File: src/sv/msd_pkg.sv
`timescale 1ns / 1ps

package msd_pkg;

	localparam int SAMPLE_BITS = 16;
	localparam int Q_BITS      = 8;
	localparam int INDEX_W     = 10;
	localparam int TREND_W     = 24;
	localparam int SEASON_W    = 28;
	localparam int RESID_W     = 28;
	localparam int STATUS_W    = 2;
	localparam int WIN_REG_W   = 8;
	localparam int PER_REG_W   = 9;
	localparam int CFG_IDX_W   = 1;
	localparam int CFG_DATA_W  = 9;

	localparam logic [CFG_IDX_W-1:0] REG_TREND_WINDOW  = 1'd0;
	localparam logic [CFG_IDX_W-1:0] REG_SEASON_PERIOD = 1'd1;

	localparam logic REQ_APPEND = 1'b0;
	localparam logic REQ_READ   = 1'b1;

	localparam logic [STATUS_W-1:0] STAT_OK    = 2'd0;
	localparam logic [STATUS_W-1:0] STAT_BAD   = 2'd1;
	localparam logic [STATUS_W-1:0] STAT_TRUNC = 2'd2;

	typedef struct packed {
		logic                          req_type;
		logic signed [SAMPLE_BITS-1:0] sample;
		logic                          last;
		logic [INDEX_W-1:0]            index;
	} req_t;

	typedef struct packed {
		logic signed [TREND_W-1:0]  trend_value;
		logic signed [SEASON_W-1:0] season_value;
		logic signed [RESID_W-1:0]  residual_value;
		logic [INDEX_W-1:0]         read_index;
		logic [STATUS_W-1:0]        status;
	} rsp_t;

	typedef enum logic [4:0] {
		OP_NONE,
		OP_INIT,
		OP_DONE0,
		OP_T0,
		OP_T1,
		OP_T2,
		OP_TDIV,
		OP_TEND,
		OP_AWR,
		OP_BINIT,
		OP_BRD,
		OP_BDIV,
		OP_BWR,
		OP_BZERO,
		OP_CINIT,
		OP_CRD,
		OP_CACC,
		OP_MDIV,
		OP_MEND,
		OP_RLOAD,
		OP_RMOD,
		OP_RMRD,
		OP_RSE,
		OP_EMIT,
		OP_EMITBAD
	} dp_op_t;

	typedef struct packed {
		logic   acc;
		dp_op_t op;
	} dp_cmd_t;

	typedef struct packed {
		logic div_done;
		logic per_zero;
		logic rd_ok;
		logic last_i;
		logic last_ph;
		logic ph_beyond;
	} dp_stat_t;

endpackage

File: src/sv/msd_ctrl.sv
`timescale 1ns / 1ps

module msd_ctrl (
	input  logic               clk,
	input  logic               arst_n,
	input  logic               start,
	input  msd_pkg::req_t      req,
	input  msd_pkg::dp_stat_t  stat,
	output msd_pkg::dp_cmd_t   cmd,
	output logic               busy
);

	import msd_pkg::*;

	typedef enum logic [4:0] {
		S_IDLE,
		S_ENTER,
		S_PCHK,
		S_AT0,
		S_AT1,
		S_AT2,
		S_ADIV,
		S_AWAIT,
		S_AWR,
		S_BINIT,
		S_BRD,
		S_BCHK,
		S_BWAIT,
		S_CINIT,
		S_CRD,
		S_CACC,
		S_MDIV,
		S_MWAIT,
		S_RCHK,
		S_RT0,
		S_RT1,
		S_RT2,
		S_RDIV,
		S_RWAIT,
		S_RMOD,
		S_RMWAIT,
		S_RSE,
		S_REMIT
	} state_t;

	state_t state_q, state_d;

	always_comb begin
		busy    = (state_q != S_IDLE);
		cmd.acc = start && !busy;
		cmd.op  = OP_NONE;
		state_d = state_q;
		unique case (state_q)
			S_IDLE: begin
				if (cmd.acc) begin
					if (req.req_type == REQ_READ) begin
						state_d = S_RCHK;
					end else if (req.last) begin
						state_d = S_ENTER;
					end
				end
			end
			S_ENTER: begin
				cmd.op  = OP_INIT;
				state_d = S_PCHK;
			end
			S_PCHK: begin
				if (stat.per_zero) begin
					cmd.op  = OP_DONE0;
					state_d = S_IDLE;
				end else begin
					state_d = S_AT0;
				end
			end
			S_AT0: begin
				cmd.op  = OP_T0;
				state_d = S_AT1;
			end
			S_AT1: begin
				cmd.op  = OP_T1;
				state_d = S_AT2;
			end
			S_AT2: begin
				cmd.op  = OP_T2;
				state_d = S_ADIV;
			end
			S_ADIV: begin
				cmd.op  = OP_TDIV;
				state_d = S_AWAIT;
			end
			S_AWAIT: begin
				if (stat.div_done) begin
					cmd.op  = OP_TEND;
					state_d = S_AWR;
				end
			end
			S_AWR: begin
				cmd.op  = OP_AWR;
				state_d = stat.last_i ? S_BINIT : S_AT0;
			end
			S_BINIT: begin
				cmd.op  = OP_BINIT;
				state_d = S_BRD;
			end
			S_BRD: begin
				cmd.op  = OP_BRD;
				state_d = S_BCHK;
			end
			S_BCHK: begin
				if (stat.ph_beyond) begin
					cmd.op  = OP_BZERO;
					state_d = stat.last_ph ? S_CINIT : S_BRD;
				end else begin
					cmd.op  = OP_BDIV;
					state_d = S_BWAIT;
				end
			end
			S_BWAIT: begin
				if (stat.div_done) begin
					cmd.op  = OP_BWR;
					state_d = stat.last_ph ? S_CINIT : S_BRD;
				end
			end
			S_CINIT: begin
				cmd.op  = OP_CINIT;
				state_d = S_CRD;
			end
			S_CRD: begin
				cmd.op  = OP_CRD;
				state_d = S_CACC;
			end
			S_CACC: begin
				cmd.op  = OP_CACC;
				state_d = stat.last_i ? S_MDIV : S_CRD;
			end
			S_MDIV: begin
				cmd.op  = OP_MDIV;
				state_d = S_MWAIT;
			end
			S_MWAIT: begin
				if (stat.div_done) begin
					cmd.op  = OP_MEND;
					state_d = S_IDLE;
				end
			end
			S_RCHK: begin
				if (stat.rd_ok) begin
					cmd.op  = OP_RLOAD;
					state_d = S_RT0;
				end else begin
					cmd.op  = OP_EMITBAD;
					state_d = S_IDLE;
				end
			end
			S_RT0: begin
				cmd.op  = OP_T0;
				state_d = S_RT1;
			end
			S_RT1: begin
				cmd.op  = OP_T1;
				state_d = S_RT2;
			end
			S_RT2: begin
				cmd.op  = OP_T2;
				state_d = S_RDIV;
			end
			S_RDIV: begin
				cmd.op  = OP_TDIV;
				state_d = S_RWAIT;
			end
			S_RWAIT: begin
				if (stat.div_done) begin
					cmd.op  = OP_TEND;
					state_d = stat.per_zero ? S_RSE : S_RMOD;
				end
			end
			S_RMOD: begin
				cmd.op  = OP_RMOD;
				state_d = S_RMWAIT;
			end
			S_RMWAIT: begin
				if (stat.div_done) begin
					cmd.op  = OP_RMRD;
					state_d = S_RSE;
				end
			end
			S_RSE: begin
				cmd.op  = OP_RSE;
				state_d = S_REMIT;
			end
			S_REMIT: begin
				cmd.op  = OP_EMIT;
				state_d = S_IDLE;
			end
			default: state_d = S_IDLE;
		endcase
	end

	always_ff @(posedge clk or negedge arst_n) begin
		if (!arst_n) begin
			state_q <= S_IDLE;
		end else begin
			state_q <= state_d;
		end
	end

endmodule

File: config.mk
export PLATFORM = sky130hd
export DESIGN_NAME = msd_ctrl
export DESIGN_NICKNAME = d
export VERILOG_FILES = /design/src/sv/msd_pkg.sv /design/src/sv/msd_ctrl.sv
export SDC_FILE = /design/constraint.sdc
export NUM_CORES = 1
export LEC_CHECK = 0
export ABC_AREA = 1
export BUFFER_PORTS_ARGS = -buffer_cell sky130_fd_sc_hd__buf_4
export CORE_UTILIZATION = 43
export DETAILED_ROUTE_END_ITERATION = 8
export HOLD_SLACK_MARGIN = 0.1
export PLACE_DENSITY = 0.85
export SLEW_MARGIN = 5
export SYNTH_ARGS = -nofsm -noshare
export SYNTH_HDL_FRONTEND = slang
export SYNTH_SLANG_ARGS = --single-unit
File: constraint.sdc
create_clock -name clk -period 2.3 [get_ports clk]
set_input_delay 0.23 -clock clk [delete_from_list [all_inputs] [get_ports clk]]
set_output_delay 0.23 -clock clk [all_outputs]
set_load 0.1 [all_outputs]
Word-level counts from Yosys, hierarchy flattened:

Cells that the tools add are included.

* bits in registers: 5
* latch bits: 0
* RAM bits: 0
* memory bits (read-only): 0
* output and inout bits: 7
* memories: 0

* add/subtract/negate cells: 0
* multipliers: 0
* div/mod/pow operators: 0
* $lt $le $gt $ge: 0
* eq/ne operators: 34
* shift operators: 0
* muxes and demuxes: 24
* bitwise gates (word level): 0
* reductions and logical operators: 10

Operators with widths (number)
* $pmux W5 S27: 1
* $pmux W5 S22: 1
* $eq A5 B5 Y1 const B: 12
* $mux W5: 12
* $eq A5 B4 Y1 const B: 8
* $eq A5 B3 Y1 const B: 4
* $mux W3: 4
* $mux W4: 3
* $ne A2 B2 Y1 const B: 6
* $eq A5 B2 Y1 const B: 2
* $reduce_or A2 Y1: 5
* $reduce_and A7 Y1: 1
* $mux W2: 3
* $eq A5 B1 Y1 const B: 1
* $logic_not A5 Y1: 1
* $reduce_bool A5 Y1: 1
* $ne A3 B3 Y1 const B: 1
* $logic_and A1 B1 Y1: 1
* $logic_not A1 Y1: 1

Logic depth before layout (Yosys ltp):

Gate-level depths: netlist (run 1).

* word-level depth: 5
* mapped depth: 10
* gate-level depth less buffers: 10

Least setup slack after synthesis (run 1):

No wires, ideal clock.

* kind: register -> output
* from: register state_q[0]
* to: output cmd[5] in the netlist's numbering
* arrival time: 2.672 ns
* required time: 2.070 ns
* slack: -0.602 ns
* stages on the path, launching flop included: 6
* buffers on the path: 0
* cells stage by stage: dfrtp_1 -> nor2_2 -> nand2_2 -> nor2_4 -> inv_1 -> nor2_1

RTL lines
* from (decl): line msd_ctrl.sv:46 `state_t state_q, state_d;`
* from (signal assigned): line msd_ctrl.sv:203 `state_q <= state_d;`
* to (decl): line msd_ctrl.sv:9 `output msd_pkg::dp_cmd_t cmd,`

==> run metrics, run 1 <==
Main synth FF type dfrtp_1; Num Clock Sinks 5; Filler cells 194; vias in the first global route 1097; setup bufs post-CTS 0; ANT cells 0; cell count after synthesis 171; clk_lat worst skew 0.24 ns; layout cell share with drive strength beyond 1 a little under a quarter; 1st-iter DRT viols 57; Tmin final 2.20 ns; Clock Tree Root clkbuf_4; final cell count without fillers 220; count of different cell masters after synthesis 22; FFs w/ async S/R, synth 100%; post_cts resized 0; Layout Nets 231; worst vdd ir between 900 and 1000 uV; Post-DRT Antenna Nets 0; final RePlAce weighted congestion 0.956; post-synthesis cell area 890 um^2; synthesis-to-finish area growth 24.9%; max_cap viols 0; Initial Utilization 45.3%; Via Count 1220; detailed placer's ending HPWL 2230 um; core area 0.00196 mm^2; EDFF count, synth 0; CP Class reg2out; Routed WL approximately 2700 um; Top Registers state_q: 5 flops; leakage ~0.00064 uW; CTS HTree Levels 1; CP endpoint kind primary output; first drt pass iteration count 4; placed cell count 215; WP data required 2.07 ns; clk slew on worst S/H paths 0.04 ns; chip width 47.5 um; Reg with most FFs state_q; total grt overflow 0; initial antenna violation count 0; period utilisation layout a little over nine tenths; hold crit path type in2async; input/output buffers 17; # DRC 0; synth warn 0; Num CTS Buffers 3; Worst Path Arrival 1.97 ns; Worst-Margin Slew ~0.53 ns; Final Max Tran Viols 0; overall power 1770 uW; io pins 44; register bit total from synthesis 5; CP max FO 12; die area 0.00225 mm^2; average size of a mapped cell about 5.2 um^2; first-pass GRT wire length between 4000 and 5000 um; achievable frequency 455 MHz; routed len/inst 12.3 um; Final Skew 0.000562 ns; Largest register FFs 5; largest net degree at the start of global routing 13; register area share after synthesis 14.1%; all-layer global routing usage between 20 and 30%; CTS tree done; RSZ-0062 raised after global routing no; CTS Hold Bufs 1; routed vias/inst 5.55; PD cells 1590 mW/mm^2; Util after Layout 56.6%; row cnt 16; status finished clean; setup violators final 0; final hold violation count 0; Die Height roughly 47 um; CP startpoint kind register; Rel. slew slack 64.6%; Clock Path Buffers 2; syn nets 208
==> cell type report <==
cell class	instances	area [um^2]	share of cell area, %
Sequential cell	5	125	11.3
Clock buffer	4	26.3	2.36
Inverter	17	63.8	5.74
Multi-Input combinational cell	148	717	64.5
Timing Repair Buffer	19	145	13.1
Tap cell	27	33.8	3.04
==> synth_stat cells, types with 2 or more instances <==
library cell / instances / area share, %
dfrtp_1: 5 / 14
nand3b_1: 3 / 2.5
nor2_1: 26 / 11
nand4_1: 5 / 3.5
a21oi_1: 7 / 3.9
inv_2: 7 / 3.0
o2111ai_1: 2 / 2.0
inv_1: 9 / 3.8
o21ai_1: 3 / 1.7
nand2_2: 4 / 2.8
nor2_2: 3 / 2.1
nand3_1: 13 / 7.3
nor3_1: 2 / 1.1
nand2_1: 71 / 30
nor2_4: 4 / 5.1
==> cells in the final DEF, fill, tap and decap left out, drive strengths merged <==
cell	count
o21ai	5
nor2	33
nor3	3
o2111ai	2
buf	18
dlygate4sd3	1
clkbuf	4
nor2b	1
nand2	75
nand4	5
dfrtp	5
inv	16
o221ai	1
clkinv	1
nand3	13
nand3b	3
a21oi	7
==> through the flow <==
step / cell area, um^2 / hold WS, ns / setup TNS, ns / setup WS (ns)
finish: 1110 / 0.334 / 0 / 0.101
detailed placement: 1070 / 0.0327 / 0 / 0.410
floorplan: 911 / -0.0656 / -0.139 / -0.139
CTS: 1110 / 0.318 / 0 / 0.155
global route: 1110 / 0.340 / 0 / 0.00813
global placement: 1070 / 0.0299 / 0 / 0.422
==> routing by layer <==
layer  GRT usage [%]  vias to the layer above  wire [um]
met5               0                        -          0
met4            17.7                        0         74
met3            7.17                       12        289
met2            45.8                       87       1270
met1            32.8                      522       1070
li1                -                      599          -
==> final timing paths <==
check	slack, ns	endpoint	startpoint	cells after the start
worst max-delay path	0.10	cmd[0]	state_q[4]	7
worst min-delay path	0.33	state_q[1]	arst_n	2
worst max register to register	0.51	state_q[4]	state_q[4]	9
worst min register to register	0.61	state_q[3]	state_q[3]	2
max in group asynchronous	1.86	state_q[4]	arst_n	2
min in group clk	0.40	state_q[0]	stat[1]	5
==> cells by family (layout without fill, tap and decap cells) <==
group	Yosys count	count (layout)	synth area share, %
buffers and inverters	18	40	7.73
AO/OA/AOI/OAI	15	15	10.1
flip-flops	5	5	14.1
AND/OR/NAND/NOR	133	133	68.1
==> worst max-delay path: stages (launching register included) <==
cell	delay [ns]
dfrtp_1	0.67
inv_2	0.18
nor2_1	0.24
nand2_1	0.10
nand2_1	0.10
nor2_1	0.05
o2111ai_2	0.06
buf_4	0.32
==> power breakdown <==
| part | switching, uW | internal, uW |
|---|---|---|
| registers | 91.5 | 127 |
| clock network | 32.4 | 65.4 |
| logic | 1090 | 363 |
(Power assumes the default switching activity.)
==> run 2: changes to the inputs <==
--- a/config.mk
+++ b/config.mk
@@ -11,4 +11,5 @@
 export DETAILED_ROUTE_END_ITERATION = 8
 export HOLD_SLACK_MARGIN = 0.1
+export MAX_ROUTING_LAYER = met4
 export PLACE_DENSITY = 0.85
 export SLEW_MARGIN = 5
==> constraint.sdc (replaced) <==
create_clock -name clk -period 2.3 [get_ports clk]
set_input_delay 0.23 -clock clk [delete_from_list [all_inputs] [get_ports clk]]
set_output_delay 0.23 -clock clk [all_outputs]
set_load 0.01 [all_outputs]
==> run metrics, run 2 (synthesized netlist as in run 1, its figures left out) <==
layout cell share with drive strength beyond 1 21.4% (was 23.8%); Critical Path Start state_q[4] (unchanged); CP Class reg2out (unchanged); Worst path top cell family by delay flip-flops (unchanged); input/output buffers 17 (unchanged); Largest register FFs 5 (unchanged); synthesis-to-finish area growth 21.7% (was 24.9%); routed vias/inst 5.17 (was 5.55); largest net degree at the start of global routing 13 (unchanged); achievable frequency 492 MHz (was 455 MHz); detailed placer's ending HPWL 2100 um (was 2230 um); worst vdd ir 735 uV (was 965 uV); max_cap viols 0 (unchanged); Crit path top cell by count nand2_1; setup violators final 0 (unchanged); Worst Path Arrival 1.80 ns (was 1.97 ns); period utilisation layout 88.3% (was 95.6%); Top Registers state_q: 5 flops (unchanged); setup TNS 0 ns (unchanged); Reg with most FFs state_q (unchanged); CTS Hold Bufs 1 (unchanged); Via Count 1133 (was 1220); setup bufs post-CTS 0 (unchanged); chip width 47.5 um (unchanged); first-pass GRT wire length 3830 um (was 4420 um); io pins 44 (unchanged); Num Clock Sinks 5 (unchanged); final instance area 0.00108 mm^2 (was 0.00111 mm^2); Initial Utilization 45.3% (unchanged); first drt pass iteration count 4 (unchanged); Final Skew 0.00415 ns (was 0.000562 ns); slowest CP cell dfrtp_1 (unchanged); PD cells 1120 mW/mm^2 (was 1590 mW/mm^2); hold crit path type in2async (unchanged); Worst-Margin Slew 0.464 ns (was 0.531 ns); all-layer global routing usage 25.0% (was 28.1%); Final Max Tran Viols 0 (unchanged); CTS HTree Levels 1 (unchanged); RSZ-0062 raised after global routing no (unchanged); clk slew on worst S/H paths 0.04 ns (about the same); clk_lat worst skew 0.24 ns (about the same); routed len/inst 11.5 um (was 12.3 um); 1st-iter DRT viols 54 (was 57); CP endpoint kind primary output (unchanged); post_cts resized 0 (unchanged); Max stage delay on crit path 0.62 ns (was 0.67 ns); status finished clean (unchanged); row cnt 16 (unchanged); CP max FO 12 (unchanged); core area 0.00196 mm^2 (unchanged); final hold violation count 0 (unchanged); commonest cells after routing, fill and taps aside 71 x nand2_1, 26 x nor2_1, 17 x buf_4 (was 71 x nand2_1, 25 x nor2_1, 18 x buf_4); leakage 0.000623 uW (was 0.000636 uW); Tmin final 2.03 ns (was 2.20 ns); ANT cells 0 (unchanged); vias in the first global route 903 (was 1097); worst-path cell chain nor2_1, nand2_1, nand2_1, a21oi_1, o221ai_1, buf_4 (was inv_2, nor2_1, nand2_1, nand2_1, nor2_1, o2111ai_2, buf_4); Clock Path Buffers 2 (unchanged); commonest non-fill, non-tap cell in the layout nand2_1 (unchanged); CTS tree done (unchanged); CP startpoint kind register (unchanged); WP data required 2.07 ns (about the same); reg2reg start state_q[4] (unchanged); initial antenna violation count 0 (unchanged); die area 0.00225 mm^2 (unchanged); Routed WL 2520 um (was 2710 um); Layout Nets 230 (was 231); worst path buffer plus inverter count 1 (was 2); final RePlAce weighted congestion 0.996 (was 0.956); Die Height 47.5 um (unchanged); Num CTS Buffers 3 (unchanged); Post-DRT Antenna Nets 0 (unchanged); total grt overflow 0 (unchanged); Rel. slew slack 69.0% (was 64.6%); placed cell areas 0.00105 mm^2 (was 0.00107 mm^2); Clock Tree Root clkbuf_4 (unchanged); # DRC 0 (unchanged)
run 2: final timing paths:
kind	endpoint	slack [ns]	cells past startpoint
setup / recovery	cmd[3]	0.27	6
hold / removal	state_q[3]	0.33	2
setup reg to reg	state_q[4]	0.63	9
hold reg to reg	state_q[3]	0.62	2
max in group asynchronous	state_q[0]	1.87	2
min in group clk	state_q[0]	0.43	5
run 2: layout make-up:
type / count / area [um^2]
fill: 216 / 880
multi-input combinational: 148 / 696
timing repair buffer: 18 / 138
sequential: 5 / 125
inverter: 17 / 63.8
tap: 27 / 33.8
clock buffer: 4 / 26.3
run 2: power by group:
part	internal, uW	switching, uW	total [uW]	leakage [uW]
combinational	334	564	898	0.000544
clock	65.3	31.6	96.9	0.0000150
sequential	127	84.7	212	0.0000641
total	526	681	1210	0.000623
run 2: per-layer routing:
layer | GRT usage [%] | wire (um) | vias to the layer above
li1 | - | - | 601
met1 | 33.9 | 1140 | 473
met2 | 39.7 | 1140 | 56
met3 | 1.89 | 213 | 3
met4 | 7.43 | 19 | 0
met5 | - | 0 | -
run 2: per-stage QoR:
step	hold WS, ns	util [%]	total power [uW]	worst slack (ns)	instances
2_1_floorplan	-0.0656	-	822	0.857	171
3_3_place_gp	0.0306	53.3	1100	0.548	214
3_5_place_dp	0.0305	53.3	1100	0.577	214
4_1_cts	0.309	55.2	1210	0.302	219
5_1_grt	0.336	55.2	1330	0.162	219
6_report	0.328	55.2	1210	0.269	219
==> run 3: changes to the inputs <==
Settings changed: PLACE_DENSITY 0.85 to 0.81.
==> run metrics, run 3 (synthesized netlist as in run 1, its figures left out) <==
CP max FO 6 (was 12); routed vias/inst 5.40 (was 5.17); Layout Nets 231 (was 230); Internal Power 539 uW (was 526 uW); Routed WL 2790 um (was 2520 um); r2r setup slk 0.55 ns (was 0.63 ns); hold crit path type in2async (unchanged); P_sw 695 uW (was 681 uW); first drt pass iteration count 4 (unchanged); period utilisation layout 89.9% (was 88.3%); Final Skew 0.00147 ns (was 0.00415 ns); all-layer global routing usage 29.2% (was 25.0%); Num CTS Buffers 3 (unchanged); Tmin final 2.07 ns (was 2.03 ns); layout cell share with drive strength beyond 1 21.8% (was 21.4%); CP endpoint kind primary output (unchanged); status finished clean (unchanged); initial antenna violation count 0 (unchanged); setup bufs post-CTS 0 (unchanged); row cnt 16 (unchanged); R2R Path End state_q[3] (was state_q[4]); met3 WL post-DR 181 um (was 213 um); leakage 0.000628 uW (was 0.000623 uW); vias in the first global route 1043 (was 903); final cell count without fillers 220 (was 219); chip width 47.5 um (unchanged); clk slew on worst S/H paths 0.04 ns (about the same); setup TNS 0 ns (unchanged); # DRC 0 (unchanged); commonest non-fill, non-tap cell in the layout nand2_1 (unchanged); detailed placer's ending HPWL 2250 um (was 2100 um); CTS tree done (unchanged); total grt overflow 0 (unchanged); input/output buffers 17 (unchanged); Comb pwr share 74.2% (was 74.4%); worst vdd ir 633 uV (was 735 uV); area of the multi-input gates 696 um^2 (unchanged); achievable frequency 484 MHz (was 492 MHz); commonest cells after routing, fill and taps aside 71 x nand2_1, 26 x nor2_1, 18 x buf_4 (was 71 x nand2_1, 26 x nor2_1, 17 x buf_4); worst hold slack 0.325 ns (was 0.328 ns); final hold violation count 0 (unchanged); Rel. slew slack 69.2% (was 69.0%); final RePlAce weighted congestion 0.999 (was 0.996); Filler cells 227 (was 216); largest net degree at the start of global routing 13 (unchanged); setup violators final 0 (unchanged); Worst-Margin Slew 0.462 ns (was 0.464 ns); max_cap viols 0 (unchanged); die area 0.00225 mm^2 (unchanged); Die Height 47.5 um (unchanged); CP startpoint kind register (unchanged); routed len/inst 12.7 um (was 11.5 um); Clock power frac 7.9% (was 8.0%); worst r2r path cells 9 (unchanged); first-pass GRT wire length 4510 um (was 3830 um); WL met2 1380 um (was 1140 um); ANT cells 0 (unchanged); Final Max Tran Viols 0 (unchanged); RSZ-0062 raised after global routing no (unchanged); net switching fraction of the power 56.3% (was 56.4%); Top Registers state_q: 5 flops (unchanged); io pins 44 (unchanged); Post-DRT Antenna Nets 0 (unchanged); reg2reg start state_q[4] (unchanged); Num Clock Sinks 5 (unchanged); Reg with most FFs state_q (unchanged); CTS HTree Levels 1 (unchanged); core area 0.00196 mm^2 (unchanged); M1 wire length 1160 um (was 1140 um); Clock Path Buffers 2 (unchanged); Initial Utilization 45.3% (unchanged); Via Count 1188 (was 1133); clk_lat worst skew 0.24 ns (about the same); WP data required 2.07 ns (about the same); Worst Path Arrival 1.84 ns (was 1.80 ns); Sequential Power Share 17.9% (was 17.5%); top routing layer used met4 (unchanged); placed cell count 215 (was 214); synthesis-to-finish area growth 22.5% (was 21.7%); register area 125 um^2 (unchanged); CP Class reg2out (unchanged); 1st-iter DRT viols 64 (was 54); Largest register FFs 5 (unchanged); Clock Tree Root clkbuf_4 (unchanged); PD cells 1130 mW/mm^2 (was 1120 mW/mm^2); overall power 1230 uW (was 1210 uW)
run 3: cell types whose count changed in the layout (fill, tap and decap cells not counted), sizes merged:
cell  previous run  this run
buf             17        18
run 3: worst max path at each step:
stage,slack (ns),end,cells past startpoint,start
3_3_place_gp,0.52,cmd[3],6,state_q[4]
3_5_place_dp,0.53,cmd[3],8,state_q[1]
2_1_floorplan,0.86,cmd[2],6,state_q[4]
5_1_grt,0.07,cmd[3],8,state_q[1]
6_report,0.23,cmd[3],8,state_q[1]
4_1_cts,0.25,cmd[3],8,state_q[1]
run 3: per-layer routing:
layer  global-route usage [%]  vias to the layer above
met3                    0.755                       11
li1                         -                      594
met1                     38.0                      526
met4                     10.9                        0
met2                     48.2                       57
met5                        -                        -
run 3: critical path: stages (launching register included):
cell	delay, ns
dfrtp_1	0.49
inv_2	0.08
nand2_1	0.18
nor2_1	0.10
nand2_1	0.16
nand2_1	0.10
a21oi_1	0.18
o221ai_1	0.14
buf_4	0.17
run 3: layout make-up:
type	count	share of cell area, %
inverters	17	5.86
clock buffers	4	2.41
repair buffers	19	13.3
well taps	27	3.10
multi-input cells	148	63.8
flip-flops and latches	5	11.5
run 3: what timing repair did:
action	4_1_cts	5_1_grt
hold buffers	1	0
gates resized for setup	0	0
endpoints found under the hold margin	5	0
run 3: through the flow:
step           setup WS, ns  cell area (um^2)  util (%)
3_5_place_dp          0.531              1050      53.7
4_1_cts               0.254              1090      55.5
3_3_place_gp          0.524              1050      53.7
5_1_grt              0.0656              1090      55.5
2_1_floorplan         0.857               890         -
6_report              0.233              1090      55.5
run 3: power groups by stage:
stage	clock network (uW)	registers, uW	logic, uW
after floorplan	0	185	637
after global placement	0	214	895
final	97.0	221	916
after detailed placement	0	219	904
after global routing	106	226	1020
after CTS	104	218	910
